## config.mk

```make
export PLATFORM = sky130hd
export DESIGN_NAME = addressed_frame_receiver_crc16_core
export DESIGN_NICKNAME = d
export VERILOG_FILES = /design/src/design/afrc_pkg.sv /design/src/design/afrc_step.sv /design/src/design/addressed_frame_receiver_crc16_core.sv
export SDC_FILE = /design/constraint.sdc
export NUM_CORES = 1
export LEC_CHECK = 0
export ABC_AREA = 1
export BUFFER_PORTS_ARGS = -buffer_cell sky130_fd_sc_hd__buf_2
export CAP_MARGIN = 20
export CELL_PAD_IN_SITES_DETAIL_PLACEMENT = 1
export CELL_PAD_IN_SITES_GLOBAL_PLACEMENT = 2
export CORE_ASPECT_RATIO = 1.25
export CORE_MARGIN = 3
export CORE_UTILIZATION = 25
export CTS_BUF_LIST = sky130_fd_sc_hd__clkbuf_16
export DETAILED_ROUTE_END_ITERATION = 8
export HOLD_SLACK_MARGIN = 0.08
export PLACE_DENSITY = 0.69
export SLEW_MARGIN = 20
export SYNTH_ARGS = -nofsm -noshare
export SYNTH_HDL_FRONTEND = slang
export SYNTH_HIERARCHICAL = 1
export SYNTH_SLANG_ARGS = --single-unit
```

## constraint.sdc

```tcl
create_clock -name clk_i -period 4.5 [get_ports clk_i]
set_input_delay 0.45 -clock clk_i [delete_from_list [all_inputs] [get_ports clk_i]]
set_output_delay 0.45 -clock clk_i [all_outputs]
set_load 0.005 [all_outputs]
```

## src/design/afrc_pkg.sv

```systemverilog
`timescale 1ns / 1ps
`default_nettype none

package afrc_pkg;

  localparam logic [7:0]  MaxFrame = 8'd64;
  localparam logic [7:0]  MinFrame = 8'd4;
  localparam logic [15:0] CrcInit  = 16'hFFFF;
  localparam logic [15:0] CrcPoly  = 16'hA001;
  localparam int unsigned CfgIdxW  = 8;

  typedef enum logic [1:0] {
    PH_HUNT = 2'd0,
    PH_ADDR = 2'd1,
    PH_FUNC = 2'd2,
    PH_BODY = 2'd3
  } phase_e;

  typedef enum logic [CfgIdxW-1:0] {
    REG_NODE_ADDRESS = 8'd0,
    REG_NINTH_BIT_EN = 8'd1
  } cfg_reg_e;

  typedef struct packed {
    phase_e      phase;
    logic [15:0] crc;
    logic [7:0]  held0;
    logic [7:0]  held1;
    logic [7:0]  count;
    logic [7:0]  length;
    logic [7:0]  func;
  } state_t;

  typedef struct packed {
    logic [7:0] payload_byte;
    logic       payload_valid;
    logic [7:0] byte_index;
    logic       frame_ok;
    logic       frame_bad;
    logic       bad_length;
    logic [7:0] function_code;
    logic [7:0] frame_length;
    logic       addr_filter_on;
    logic [1:0] receiver_state;
  } result_t;

  function automatic logic [15:0] crc_feed(logic [15:0] c, logic [7:0] b);
    logic [15:0] r;
    r = c ^ {8'h00, b};
    for (int k = 0; k < 8; k++) begin
      if (r[0]) begin
        r = (r >> 1) ^ CrcPoly;
      end else begin
        r = r >> 1;
      end
    end
    return r;
  endfunction

  function automatic state_t hunt_state();
    state_t r;
    r.phase  = PH_HUNT;
    r.crc    = CrcInit;
    r.held0  = 8'h00;
    r.held1  = 8'h00;
    r.count  = 8'h00;
    r.length = 8'h00;
    r.func   = 8'h00;
    return r;
  endfunction

  // The byte leaving the two-byte hold enters the CRC once two bytes are held.
  function automatic state_t take_byte(state_t s, logic [7:0] b);
    state_t r;
    r = s;
    if (s.count >= 8'd2) begin
      r.crc = crc_feed(s.crc, s.held0);
    end
    r.held0 = s.held1;
    r.held1 = b;
    r.count = s.count + 8'd1;
    return r;
  endfunction

endpackage

`default_nettype wire

```

## src/design/afrc_step.sv

```systemverilog
`timescale 1ns / 1ps
`default_nettype none

module afrc_step (
  input  afrc_pkg::state_t  state_q_i,
  input  logic [7:0]        node_address_i,
  input  logic              nb_check_en_i,
  input  logic [7:0]        rx_byte_i,
  input  logic              ninth_bit_i,
  output afrc_pkg::state_t  state_d_o,
  output afrc_pkg::result_t result_o
);
  import afrc_pkg::*;

  state_t     st;
  logic       valid;
  logic [7:0] idx;
  logic       ok;
  logic       bad;
  logic       badlen;
  logic       finish;
  logic [7:0] fcode;
  logic [7:0] flen;

  always_comb begin
    st     = state_q_i;
    valid  = 1'b0;
    idx    = 8'h00;
    ok     = 1'b0;
    bad    = 1'b0;
    badlen = 1'b0;
    finish = 1'b0;

    if (nb_check_en_i && ninth_bit_i && (st.phase != PH_HUNT)) begin
      st = hunt_state();
    end

    unique case (st.phase)
      PH_HUNT: begin
        if (rx_byte_i == node_address_i) begin
          st       = take_byte(hunt_state(), rx_byte_i);
          st.phase = PH_ADDR;
          valid    = 1'b1;
        end
      end
      PH_ADDR: begin
        idx      = st.count;
        st       = take_byte(st, rx_byte_i);
        st.func  = rx_byte_i;
        st.phase = PH_FUNC;
        valid    = 1'b1;
      end
      PH_FUNC: begin
        idx       = st.count;
        st        = take_byte(st, rx_byte_i);
        st.length = rx_byte_i;
        valid     = 1'b1;
        if ((rx_byte_i < MinFrame) || (rx_byte_i > MaxFrame)) begin
          bad    = 1'b1;
          badlen = 1'b1;
          finish = 1'b1;
        end else begin
          st.phase = PH_BODY;
        end
      end
      PH_BODY: begin
        idx   = st.count;
        st    = take_byte(st, rx_byte_i);
        valid = 1'b1;
        if (st.count >= st.length) begin
          if ((st.held0 == st.crc[7:0]) && (st.held1 == st.crc[15:8])) begin
            ok = 1'b1;
          end else begin
            bad = 1'b1;
          end
          finish = 1'b1;
        end
      end
    endcase

    fcode = st.func;
    flen  = st.length;
    if (finish) begin
      st = hunt_state();
    end
    if ((st.phase == PH_HUNT) && !finish) begin
      fcode = 8'h00;
      flen  = 8'h00;
    end
  end

  assign state_d_o = st;

  assign result_o.payload_byte   = valid ? rx_byte_i : 8'h00;
  assign result_o.payload_valid  = valid;
  assign result_o.byte_index     = valid ? idx : 8'h00;
  assign result_o.frame_ok       = ok;
  assign result_o.frame_bad      = bad;
  assign result_o.bad_length     = badlen;
  assign result_o.function_code  = fcode;
  assign result_o.frame_length   = flen;
  assign result_o.addr_filter_on = (st.phase == PH_HUNT);
  assign result_o.receiver_state = st.phase;

endmodule

`default_nettype wire

```

## src/design/addressed_frame_receiver_crc16_core.sv

```systemverilog
`timescale 1ns / 1ps
`default_nettype none
// The byte-wide CRC update is one combinational step, and each accepted byte's result
// is registered. Throughput: one byte per cycle while in_stall_o is low.
// A two-entry output buffer keeps input acceptance going while one result is stalled.
// Reset (asynchronous, active low) returns to address hunting with the CRC at 0xFFFF,
// clears the configuration registers and empties the output buffer.

module addressed_frame_receiver_crc16_core (
  input  logic                          clk_i,
  input  logic                          rst_ni,
  input  logic                          in_valid_i,
  output logic                          in_stall_o,
  input  logic [7:0]                    rx_byte_i,
  input  logic                          ninth_bit_i,
  output logic                          out_valid_o,
  input  logic                          out_stall_i,
  output logic [7:0]                    payload_byte_o,
  output logic                          payload_valid_o,
  output logic [7:0]                    byte_index_o,
  output logic                          frame_ok_o,
  output logic                          frame_bad_o,
  output logic                          bad_length_o,
  output logic [7:0]                    function_code_o,
  output logic [7:0]                    frame_length_o,
  output logic                          addr_filter_on_o,
  output logic [1:0]                    receiver_state_o,
  input  logic                          cfg_valid_i,
  output logic                          cfg_ready_o,
  input  logic [afrc_pkg::CfgIdxW-1:0]  cfg_index_i,
  input  logic [7:0]                    cfg_data_i
);
  import afrc_pkg::*;

  state_t     state_q;
  state_t     state_d;
  result_t    result_d;
  result_t    out_q;
  result_t    skid_q;
  logic       out_valid_q;
  logic       skid_valid_q;
  logic [7:0] node_address_q;
  logic       nb_check_en_q;
  logic       accept;
  logic       pop;

  afrc_step u_step (
    .state_q_i      (state_q),
    .node_address_i (node_address_q),
    .nb_check_en_i  (nb_check_en_q),
    .rx_byte_i      (rx_byte_i),
    .ninth_bit_i    (ninth_bit_i),
    .state_d_o      (state_d),
    .result_o       (result_d)
  );

  assign in_stall_o  = skid_valid_q;
  assign accept      = in_valid_i && !skid_valid_q;
  assign pop         = out_valid_q && !out_stall_i;
  assign cfg_ready_o = 1'b1;

  always_ff @(posedge clk_i or negedge rst_ni) begin
    if (!rst_ni) begin
      node_address_q <= 8'h00;
      nb_check_en_q  <= 1'b0;
    end else if (cfg_valid_i) begin
      unique case (cfg_index_i)
        REG_NODE_ADDRESS: node_address_q <= cfg_data_i;
        REG_NINTH_BIT_EN: nb_check_en_q  <= cfg_data_i[0];
        default: ;
      endcase
    end
  end

  always_ff @(posedge clk_i or negedge rst_ni) begin
    if (!rst_ni) begin
      state_q <= hunt_state();
    end else if (accept) begin
      state_q <= state_d;
    end
  end

  always_ff @(posedge clk_i or negedge rst_ni) begin
    if (!rst_ni) begin
      out_valid_q  <= 1'b0;
      skid_valid_q <= 1'b0;
    end else begin
      if (pop) begin
        if (skid_valid_q) begin
          skid_valid_q <= 1'b0;
        end else begin
          out_valid_q <= accept;
        end
      end else if (accept) begin
        if (!out_valid_q) begin
          out_valid_q <= 1'b1;
        end else begin
          skid_valid_q <= 1'b1;
        end
      end
    end
  end

  always_ff @(posedge clk_i) begin
    if (pop) begin
      if (skid_valid_q) begin
        out_q <= skid_q;
      end else if (accept) begin
        out_q <= result_d;
      end
    end else if (accept) begin
      if (!out_valid_q) begin
        out_q <= result_d;
      end else begin
        skid_q <= result_d;
      end
    end
  end

  assign out_valid_o      = out_valid_q;
  assign payload_byte_o   = out_q.payload_byte;
  assign payload_valid_o  = out_q.payload_valid;
  assign byte_index_o     = out_q.byte_index;
  assign frame_ok_o       = out_q.frame_ok;
  assign frame_bad_o      = out_q.frame_bad;
  assign bad_length_o     = out_q.bad_length;
  assign function_code_o  = out_q.function_code;
  assign frame_length_o   = out_q.frame_length;
  assign addr_filter_on_o = out_q.addr_filter_on;
  assign receiver_state_o = out_q.receiver_state;

endmodule

`default_nettype wire

```

# == After elaboration in Yosys (flattened, before gate mapping) ==
# Cells that the tools add are included.
# Widths: inputs -> output; s select.
# totals
register_bits,147
in_bits,30
output_inout_bits,42
elab_cells,192
# op_classes
addsub,1
magnitude_cmp,4
eq_ne,9
n_mux,99
bitwise_logic,24
n_reduce_logical,24
# ops
operator,n
$mux 16,66
$pmux 58 s4,1
$mux 39,5
$mux 58,3
$not 2->3,22
$mux 8,5
$eq 8x8->1,3
$xor 16x8->16,1
$mux 1,15
$add 8x1->8 const B,1
$eq 8x1->1 const B,1
$ge 8x2->1 const B,1
$ge 8x8->1,1
$gt 8x7->1 const B,1
$logic_not 8->1,1
$lt 8x3->1 const B,1
$reduce_and 2->1,4
$reduce_bool 2->1,4
$logic_and 1x1->1,6
$pmux 1 s2,3
$reduce_and 3->1,2
$eq 2x2->1 const B,2
$logic_not 2->1,2
$logic_not 1->1,3
7 further kinds,7

# == Logic depth before layout (Yosys ltp) ==
# Gate-level depths: netlist (run 1).
# depth
depth_word,44
ltp_mapped,27
mapped_depth_nobuf,24

# == Cells and area by module ==
# The synthesis (run 1) kept the hierarchy.
# modules_own_cells
module,n_inst,cells_per_inst,area_per_inst_um2,seq_area_each_um2
addressed_frame_receiver_crc16_core,1,537,5745.5,4088.9
afrc_step,1,583,2922.8,0.0

# == Worst setup path before layout (run 1) ==
# Ideal clock, no wire load.
# synth_timing
kind,reg-to-reg
from,"register skid_valid_q, in the netlist in_stall_o"
to,register out_q (netlist bit addr_filter_on_o) (enable)
setup_time_ps,495
t_arrival_ps,3635
t_required_ps,4005
slack_ps,370
stages_incl_launch_ff,5
path_buffers,2
period_less_slack_ps,4130
cell_sequence,dfrtp_1 > buf_2 > buf_2 > nand2_1 > a21boi_0
# synth_via
elab_chain_cells,4
elab_cells_between_ends,5
cone_classes,5 x reduce/logical
# synth_rtl
element,line_no,rtl
start: declaration,addressed_frame_receiver_crc16_core.sv:41,logic skid_valid_q;
start signal: assignment,addressed_frame_receiver_crc16_core.sv:86,skid_valid_q <= 1'b0;
start signal: assignment,addressed_frame_receiver_crc16_core.sv:90,skid_valid_q <= 1'b0;
start signal: assignment,addressed_frame_receiver_crc16_core.sv:98,skid_valid_q <= 1'b1;
$logic_not 1->1,addressed_frame_receiver_crc16_core.sv:58,assign accept = in_valid_i && !skid_valid_q;
$logic_and 1x1->1,addressed_frame_receiver_crc16_core.sv:58,
$reduce_bool 2->1 (no line),-,
$reduce_and 3->1 (no line) *,-,
end signal: assignment,addressed_frame_receiver_crc16_core.sv:107,out_q <= skid_q;
end signal: assignment,addressed_frame_receiver_crc16_core.sv:109,out_q <= result_d;
end signal: assignment,addressed_frame_receiver_crc16_core.sv:113,out_q <= result_d;
end: declaration,addressed_frame_receiver_crc16_core.sv:38,result_t out_q;
# Mark *: on every way between the ends. The rest lies on a longest branch, timed or not.
# A chain may end at the register's enable or synchronous reset.

==> run summary, run 1 <==
DRC violations left - 0
count of different cell masters after synthesis - 49
DP HPWL - 20500 um
Tot Pwr - 7.562 mW
final wirelength - 29370 um
TritonCTS buffer count - 17
reg2reg setup slack - 0.49 ns
dpl cells - 1610
overall die area - 36960 um2
share of layout cells above drive strength 1 - 14.90%
Max stage delay on crit path - 0.47 ns
Max Freq - 249.4 MHz
vias in the first global route - 7878
unrepaired setup endpoints after global routing - no
endpoints failing setup - 0
Fill cells - 4100
H-tree depth - 4
top cells by area, synth - edfxtp_1 27%, dfrtp_1 15%, nand2_1 15%
vias after detailed routing - 7758
Crit Path Max Fanout - 19
root buffer cell - clkbuf_16
Final Cell Area - 10080 um2
clock latency reported for the late side of the worst-skew pair - 0.44 ns
GRT met3 Usage - 2.037%
Final min period - 4.010 ns
pwr dens - 750.5 nW/um2
status - finished clean
Layout Nets - 1208
Setup crit start - state_q[57]
most used cell, CP - nand2_1
Final Skew - 0.01486 ns
Synth warnings - 6
Max Slew Vio Count - 0
reg2reg start - state_q[57]
Max clock buf depth - 2
Die Y - 214.2 um
Mapped Nets - 1160
CP max stage cell - dfrtp_1
std cell rows - 75
Setup Fix Bufs, Post-CTS - 0
post-placement cell area - 9449 um2
Hold Vio Cnt, Final - 0
Leak - 4.733 nW
peak supply drop - 0.2721 mV
Critical Path RT - 4.70 ns
final core occ - 29.74%
gpl congestion - 0.8001
DP Worst Slack - 0.3669 ns
Mapped Area - 8668 um2
global-route wire length before repair - 46440 um
Syn Inst Count - 1120
CTS tree - done
vias per inst - 4.722
Ant. Diodes - 0
Hold Crit Class - in -> reg
setup TNS - 0 ns
ANT nets after route - 0
largest net degree at the start of global routing - 60
Non-Filler Instances - 1643
Clock transition at path regs - 0.07 ns
WL per Instance - 17.88 um
area leader, netlist - edfxtp_1
Worst setup endpoint - addr_filter_on_o
met1 usage - 22.03%
max-cap violations - 0
Initial Util - 25.59%
Hold Worst Slack - 0.2409 ns
Ports - 72
Slew headroom - 49.37%
worst-margin pin slew - 0.7595 ns
IO Port Bufs - 70
Die Span X - 172.6 um
GRT overflow - 0
fin worst setup slack - 0.4898 ns
Post-synth EDFFs - 78
Setup CP Type - reg -> reg
Global Route met2 Usage - 26.15%
drt pass-1 iters - 5
r2r worst-path depth - 23
Arrival @ worst endpoint - 4.21 ns
gr busiest metal - met2
DRT iter0 DRCs - 416
post-synthesis async set-or-reset flop share - 46.94%
critical path capture point type - register
area grow syn2layout - 16.24%
Core Footprint - 33880 um2
Clock Sink Count - 147
Syn Area/Cell - 7.740 um2
RR Endpoint - addr_filter_on_o
initial antenna violation count - 0
Synth top area share - 27.02%
period utilization - 89.12%
All-Layer GR Usage - 15.89%
Yosys reg bits - 147
sequential share of the synthesized area - 47.17%
Most used DFF post-synth - edfxtp_1
worst-path cell chain - nor2_2 -> nor2_4 -> nor2_1 -> inv_1 -> nor3_1 -> nand3_1 -> nand3b_1 -> xor2_1 -> inv_1 -> ha_1 -> nand2_1 -> nor2_1 -> nand4_1 -> o2111ai_1 -> nand2_1 -> inv_1 -> nor2_2 -> inv_4 -> nor2_2 -> buf_4 -> nor2_1 -> nand2_1 -> nand2_1
CP Launch Type - register
==> layout by cell type, fill, tap and decap left out, drive strengths merged, types with 7 or more instances in the layout <==
cell type    n
a21oi       28
clkinv       7
nor3         8
buf         90
inv        113
nand3      169
a2111oi      7
o21ai       33
edfxtp      78
ha          10
clkbuf      17
a32oi        8
xor2         7
dfstp       16
a31oi        7
o221ai       8
dfrtp       53
nand2      357
nor2       122
o21a         7
==> layout make-up <==
type                            count  area [um2]  share of cell area, %
Clock buffer                       17       425.4                  4.222
Sequential cell                   147        4089                  40.58
Timing Repair Buffer               91       525.5                  5.215
Clock inverter                     15       178.9                  1.776
Inverter                          108       410.4                  4.073
Tap cell                          462       578.1                  5.737
Multi-Input combinational cell    803        3869                  38.40
==> sequential cells by signal (all words and copies together) (netlist names) <==
register,count
byte_index_o,8
bad_length_o,1
node_address_q,8
in_stall_o,1
frame_length_o,8
addr_filter_on_o,1
nb_check_en_q,1
out_valid_o,1
payload_byte_o,8
function_code_o,8
skid_q,39
payload_valid_o,1
frame_bad_o,1
frame_ok_o,1
receiver_state_o,2
state_q,58
==> synth_stat cells, drive strengths merged, types with 10 or more instances <==
cell type,count
ha,10
nand2,357
nand3,169
o21ai,33
dfrtp,53
nor2,122
buf,41
dfstp,16
a21oi,28
clkbuf,21
edfxtp,78
inv,108
==> critical path, delay by kind of cell, from the launching register on <==
kind,cells,cell delay [ns]
AO/OA/AOI/OAI,1,0.10
XOR/XNOR,1,0.22
adder cells (fa/ha/maj),1,0.29
buffers and inverters,5,0.66
flip-flops,1,0.47
AND/OR/NAND/NOR,15,2.02
==> kinds of logic (layout without fill, tap and decap cells) <==
family / Yosys count / in the layout / share of synthesized area, %
compound gates: 115 / 115 / 8.675
xor+xnor: 11 / 11 / 1.111
fa+ha+maj: 10 / 10 / 1.443
buf+inv: 170 / 231 / 8.559
flops: 147 / 147 / 47.17
other cells: 1 / 1 / 0.04326
simple gates: 666 / 666 / 33.00
==> how the worst min path moves through the flow <==
stage                  start                end  slack, ns  depth (start not counted)
2_1_floorplan         rst_ni         in_stall_o       0.15                          0
3_3_place_gp          rst_ni      nb_check_en_q       0.40                          1
3_5_place_dp          rst_ni      nb_check_en_q       0.41                          1
4_1_cts        cfg_data_i[5]  node_address_q[5]       0.23                          3
5_1_grt        cfg_data_i[1]  node_address_q[1]       0.25                          3
6_report       cfg_data_i[5]  node_address_q[5]       0.24                          3
==> per-layer routing <==
layer	wire length (um)	share of wire [%]
met1	14320	49
met2	13690	47
met5	0	0
met4	444	1.5
met3	921	3.1
==> power breakdown <==
group          internal, mW  switching [mW]  leakage, nW
combinational          1.18            2.63         2.82
clock                 0.879           0.621        0.297
sequential             2.02           0.238         1.62
==> timing repair <==
action	CTS	global route
gates resized for setup	0	6
hold endpoints to repair	12	0
endpoints found under the setup margin	0	14
hold buffers	1	0
Power figures use the tool's default switching activity.
==> inputs of run 2 (changes only) <==
--- a/config.mk
+++ b/config.mk
@@ -17,6 +17,7 @@
 export DETAILED_ROUTE_END_ITERATION = 8
 export HOLD_SLACK_MARGIN = 0.08
 export PLACE_DENSITY = 0.69
+export REMOVE_ABC_BUFFERS = 1
 export SLEW_MARGIN = 20
 export SYNTH_ARGS = -nofsm -noshare
 export SYNTH_HDL_FRONTEND = slang
==> run summary, run 2 (same netlist as run 1, synthesis figures left out) <==
Die Y - 214.2 um
vias per inst - 4.720
DRC violations left - 0
DP HPWL - 20770 um
WL per Instance - 18.08 um
Tot Pwr - 7.495 mW
vias in the first global route - 8049
overall die area - 36960 um2
initial antenna violation count - 1
status - finished clean
r2r worst-path depth - 23
max-cap violations - 0
Ant. Diodes - 0
GRT overflow - 0
Clock Sink Count - 147
share of layout cells above drive strength 1 - 14.76%
max FFs per register - 58
post-placement cell area - 9422 um2
most frequent cells in the layout - 349 x nand2_1, 165 x nand3_1, 111 x nor2_1
Max Freq - 255.2 MHz
Hold Worst Slack - 0.2561 ns
Initial Util - 25.59%
Max clock buf depth - 2
fin worst setup slack - 0.5822 ns
gr busiest metal - met2
ANT nets after route - 0
endpoints failing setup - 0
Setup CP Type - reg -> reg
drt pass-1 iters - 4
critical path capture point type - register
vias after detailed routing - 7746
gpl congestion - 0.8063
Reg with most FFs - state_q
CP Launch Type - register
most common cell after layout, fill and taps aside - nand2_1
Slew headroom - 49.11%
DRT iter0 DRCs - 440
Die Span X - 172.6 um
cell count of the worst hold path - 3
final wirelength - 29680 um
Crit Path Max Fanout - 9
Critical Path RT - 4.69 ns
Final min period - 3.918 ns
Arrival @ worst endpoint - 4.11 ns
Final Cell Area - 10040 um2
root buffer cell - clkbuf_16
Max Slew Vio Count - 0
H-tree depth - 4
unrepaired setup endpoints after global routing - no
largest net degree at the start of global routing - 60
CTS tree - done
pwr dens - 746.4 nW/um2
std cell rows - 75
Final Skew - 0.009456 ns
GRT met3 Usage - 2.285%
TritonCTS buffer count - 17
Hold Vio Cnt, Final - 0
Global Route met2 Usage - 28.32%
Clock transition at path regs - 0.06 ns
All-Layer GR Usage - 16.19%
Leak - 4.719 nW
Ports - 72
worst-margin pin slew - 0.7633 ns
Hold Crit Class - in -> reg
IO Port Bufs - 70
clock latency reported for the late side of the worst-skew pair - 0.44 ns
global-route wire length before repair - 46900 um
Core Footprint - 33880 um2
setup TNS - 0 ns
largest registers - state_q x58, skid_q x39
peak supply drop - 0.2878 mV
area grow syn2layout - 15.85%
Layout Nets - 1206
DP Worst Slack - 0.4099 ns
period utilization - 87.06%
met1 usage - 20.29%
-- run 2: per-layer routing --
metal  up-vias  wire length, um
met4         2              745
met3        39              888
met1      3785            13150
li1       3787                -
met5         -               13
met2       133            14880
-- run 2: final cells by class --
cell class              instances  area, um2
fillers                      4073      23830
flip-flops and latches        147       4089
multi-input cells             803       3874
well taps                     462      578.1
repair buffers                 89      501.7
clock buffers                  17      425.4
inverters                     108      407.9
clock inverters                15      166.4
-- run 2: worst max-delay path: stages, from the launching register on --
cell	delay [ns]
dfrtp_1	0.47
nor2_2	0.24
nor2_4	0.10
nor2_1	0.19
inv_1	0.12
nor3_2	0.17
nand3_1	0.14
nand3b_1	0.20
xor2_1	0.22
inv_1	0.07
ha_1	0.29
nand2_1	0.09
nor2_1	0.06
nand4_1	0.07
o2111ai_1	0.12
nand2_1	0.10
inv_1	0.07
nor2_2	0.15
inv_2	0.06
nor2_2	0.21
buf_4	0.28
nor2_1	0.10
nand2_1	0.08
nand2_1	0.06
-- run 2: through the flow --
step                cells  utilization, %
floorplan            1058               -
global placement     1608           27.81
detailed placement   1608           27.81
CTS                  1641           29.59
global route         1641           29.64
finish               1641           29.64
-- run 2: timing repair --
| action | in CTS | in global routing |
|---|---|---|
| buffers inserted | 0 | 0 |
| gates resized for setup | 0 | 6 |
| hold buffers | 1 | 0 |
| endpoints found under the hold margin | 28 | 0 |
| endpoints found under the setup margin | 0 | 18 |
-- run 2: worst paths after layout --
path	startpoint	to	slack, ns
setup / recovery	state_q[57]	addr_filter_on_o	0.58
hold / removal	cfg_data_i[4]	node_address_q[4]	0.26
setup reg to reg	state_q[57]	addr_filter_on_o	0.58
min in group asynchronous	rst_ni	state_q[19]	0.60
hold reg to reg	state_q[49]	state_q[49]	0.46
max in group asynchronous	rst_ni	state_q[40]	2.96
-- run 2: where the power goes --
group | internal, mW | switching (mW) | total, mW
Sequential | 2.02 | 0.253 | 2.27
Combinational | 1.16 | 2.61 | 3.77
Clock | 0.867 | 0.591 | 1.46
Total | 4.04 | 3.45 | 7.49
==> inputs of run 3 (changes only) <==
--- a/config.mk
+++ b/config.mk
@@ -6,7 +6,7 @@
 export NUM_CORES = 1
 export LEC_CHECK = 0
 export ABC_AREA = 1
-export BUFFER_PORTS_ARGS = -buffer_cell sky130_fd_sc_hd__buf_2
+export BUFFER_PORTS_ARGS = -buffer_cell sky130_fd_sc_hd__buf_4
 export CAP_MARGIN = 20
 export CELL_PAD_IN_SITES_DETAIL_PLACEMENT = 1
 export CELL_PAD_IN_SITES_GLOBAL_PLACEMENT = 2
@@ -16,10 +16,9 @@
 export CTS_BUF_LIST = sky130_fd_sc_hd__clkbuf_16
 export DETAILED_ROUTE_END_ITERATION = 8
 export HOLD_SLACK_MARGIN = 0.08
-export PLACE_DENSITY = 0.69
+export PLACE_DENSITY = 0.67
 export REMOVE_ABC_BUFFERS = 1
 export SLEW_MARGIN = 20
 export SYNTH_ARGS = -nofsm -noshare
 export SYNTH_HDL_FRONTEND = slang
-export SYNTH_HIERARCHICAL = 1
 export SYNTH_SLANG_ARGS = --single-unit
==> run summary, run 3 <==
Die Span X - 163.9 um
post-placement cell area - 8807 um2
worst-path cell chain - nand2_1 -> inv_2 -> nand2_4 -> nand2_2 -> nor3_1 -> nand3_1 -> nor4_1 -> xnor2_1 -> inv_1 -> ha_1 -> nand2_1 -> nor2_1 -> nand4_1 -> o2111ai_1 -> nand2_1 -> inv_1 -> nor2_1 -> inv_1 -> nor3_1 -> nor2_1 -> nor2_1 -> nor2_1
DP HPWL - 18210 um
Leak - 4.224 nW
final core occ - 30.97%
Mapped Area - 7790 um2
period utilization - 79.73%
reg2reg start - nb_check_en_q
WL per Instance - 18.28 um
Reg with most FFs - state_q
setup TNS - 0 ns
top cells by area, synth - edfxtp_1 30%, dfrtp_1 17%, nand2_1 8.8%
Setup crit start - nb_check_en_q
Final min period - 3.588 ns
most frequent cell after synthesis - nand2_1
Core Footprint - 30380 um2
root buffer cell - clkbuf_16
DRC violations left - 0
vias in the first global route - 6804
status - finished clean
Synth warnings - 0
peak supply drop - 0.2643 mV
largest net degree at the start of global routing - 46
Most used DFF post-synth - edfxtp_1
CTS tree - done
ANT nets after route - 0
Setup CP Type - reg -> reg
vias per inst - 4.675
endpoints failing setup - 0
multiplexer share of the synthesized area - 1.140%
most common cell after layout, fill and taps aside - nand2_1
TritonCTS buffer count - 17
Synth top area share - 30.07%
Max stage delay on crit path - 0.38 ns
Clock transition at path regs - 0.06 ns
DRT iter0 DRCs - 326
overall die area - 33330 um2
clock latency reported for the late side of the worst-skew pair - 0.43 ns
Synth Area in Adders - 1.606%
Hold Crit Class - in -> reg
Compound-Gate Fraction of Synth Area - 12.95%
CP max stage cell - dfrtp_1
drt pass-1 iters - 4
most frequent cells in the layout - 182 x nand2_1, 119 x inv_1, 106 x nor2_1
critical path capture point type - register
Syn Area/Cell - 8.589 um2
unrepaired setup endpoints after global routing - no
Layout Nets - 1018
Crit Path Max Fanout - 11
Initial Util - 25.64%
std cell rows - 71
Clock Sink Count - 147
All-Layer GR Usage - 15.63%
pwr dens - 819.3 nW/um2
Die Y - 203.4 um
initial antenna violation count - 0
final wirelength - 25450 um
max FFs per register - 58
Ant. Diodes - 0
Critical Path RT - 4.69 ns
vias after detailed routing - 6508
area grow syn2layout - 20.77%
Setup Fix Bufs, Post-CTS - 0
post-synthesis async set-or-reset flop share - 46.94%
Ports - 72
gpl congestion - 0.8490
post-cts resize count - 0
most used cell, CP - nor2_1
sequential share of the synthesized area - 52.49%
CP Launch Type - register
beginning of the worst hold path - cfg_index_i[0]
Post-synth EDFFs - 78
Syn Inst Count - 907
worst-margin pin slew - 0.7564 ns
Arrival @ worst endpoint - 3.78 ns
Max Freq - 278.7 MHz
Max Slew Vio Count - 0
largest family of logic cells by synthesized area - simple AND/OR/NAND/NOR gates
Synth top cells by count - 182 x nand2_1, 117 x inv_1, 110 x nor2_1
Final Skew - 0.009922 ns
Yosys reg bits - 147
Hold Vio Cnt, Final - 0
largest registers - state_q x58, skid_q x39
Slew headroom - 49.38%
max-cap violations - 0
global-route wire length before repair - 39300 um
xor-xnor portion of the synthesized cell area - 1.799%
Post-Synth Simple-Gate Area - 21.75%
Final Cell Area - 9408 um2
Hold-fix buffers, CTS - 1
share of layout cells above drive strength 1 - 16.55%
Max clock buf depth - 2
area leader, netlist - edfxtp_1
GRT overflow - 0
count of different cell masters after synthesis - 44
H-tree depth - 4
IO Port Bufs - 70
[run 3: cell families (layout without fill, tap and decap cells)]
group | Yosys count | count (layout)
buffers and inverters | 161 | 245
adders and majority gates | 10 | 10
other | 1 | 1
AOI/OAI and AO/OA | 171 | 171
DFF | 147 | 147
muxes | 8 | 8
and+or+nand+nor | 393 | 393
xor gates and xnor gates | 16 | 16
[run 3: worst paths after layout]
check | endpoint | slack, ns | depth (start not counted)
worst max register to register | addr_filter_on_o | 0.91 | 22
worst min register to register | state_q[1] | 0.49 | 2
worst max-delay path | addr_filter_on_o | 0.91 | 22
min in group asynchronous | node_address_q[6] | 0.61 | 2
max in group asynchronous | state_q[53] | 2.98 | 3
worst min-delay path | nb_check_en_q | 0.21 | 2
[run 3: where the power goes]
group	total [mW]	switching, mW	internal (mW)
clock	1.45	0.583	0.867
combinational	4.01	2.70	1.31
sequential	2.25	0.216	2.03
[run 3: per-layer routing]
| layer | GRT usage [%] | share of wire, % | routed length (um) | vias up |
|---|---|---|---|---|
| met5 | 0 | 0 | 0 | - |
| met4 | 5.047 | 2.0 | 512 | 0 |
| met3 | 2.235 | 3.0 | 751 | 21 |
| met2 | 28.09 | 52 | 13230 | 95 |
| met1 | 19.11 | 43 | 10960 | 3225 |
| li1 | - | - | - | 3167 |
[run 3: through the flow]
stage	total power [mW]	setup slack, ns	std cells	hold WS (ns)
floorplan	4.770	0.2050	869	0.1544
global placement	6.301	0.7311	1359	0.4677
detailed placement	6.349	0.7263	1359	0.4750
CTS	7.847	0.8428	1392	0.1896
global route	8.411	0.3816	1392	0.2025
finish	7.708	0.9120	1392	0.2147
[run 3: final cells by class]
cell class | count | area [um2]
Clock inverter | 15 | 165.2
Clock buffer | 17 | 425.4
Tap cell | 401 | 501.7
Inverter | 123 | 461.7
Sequential cell | 147 | 4089
Multi-Input combinational cell | 599 | 3087
Timing Repair Buffer | 90 | 678.2
Fill cell | 3589 | 20970
[run 3: worst max-delay path: cells and delay by family (launching register included)]
family	cells	cell delay, ns
buffers and inverters	4	0.30
and+or+nand+nor	15	2.07
xor gates and xnor gates	1	0.16
adders and majority gates	1	0.29
AOI/OAI and AO/OA	1	0.14
DFF	1	0.38
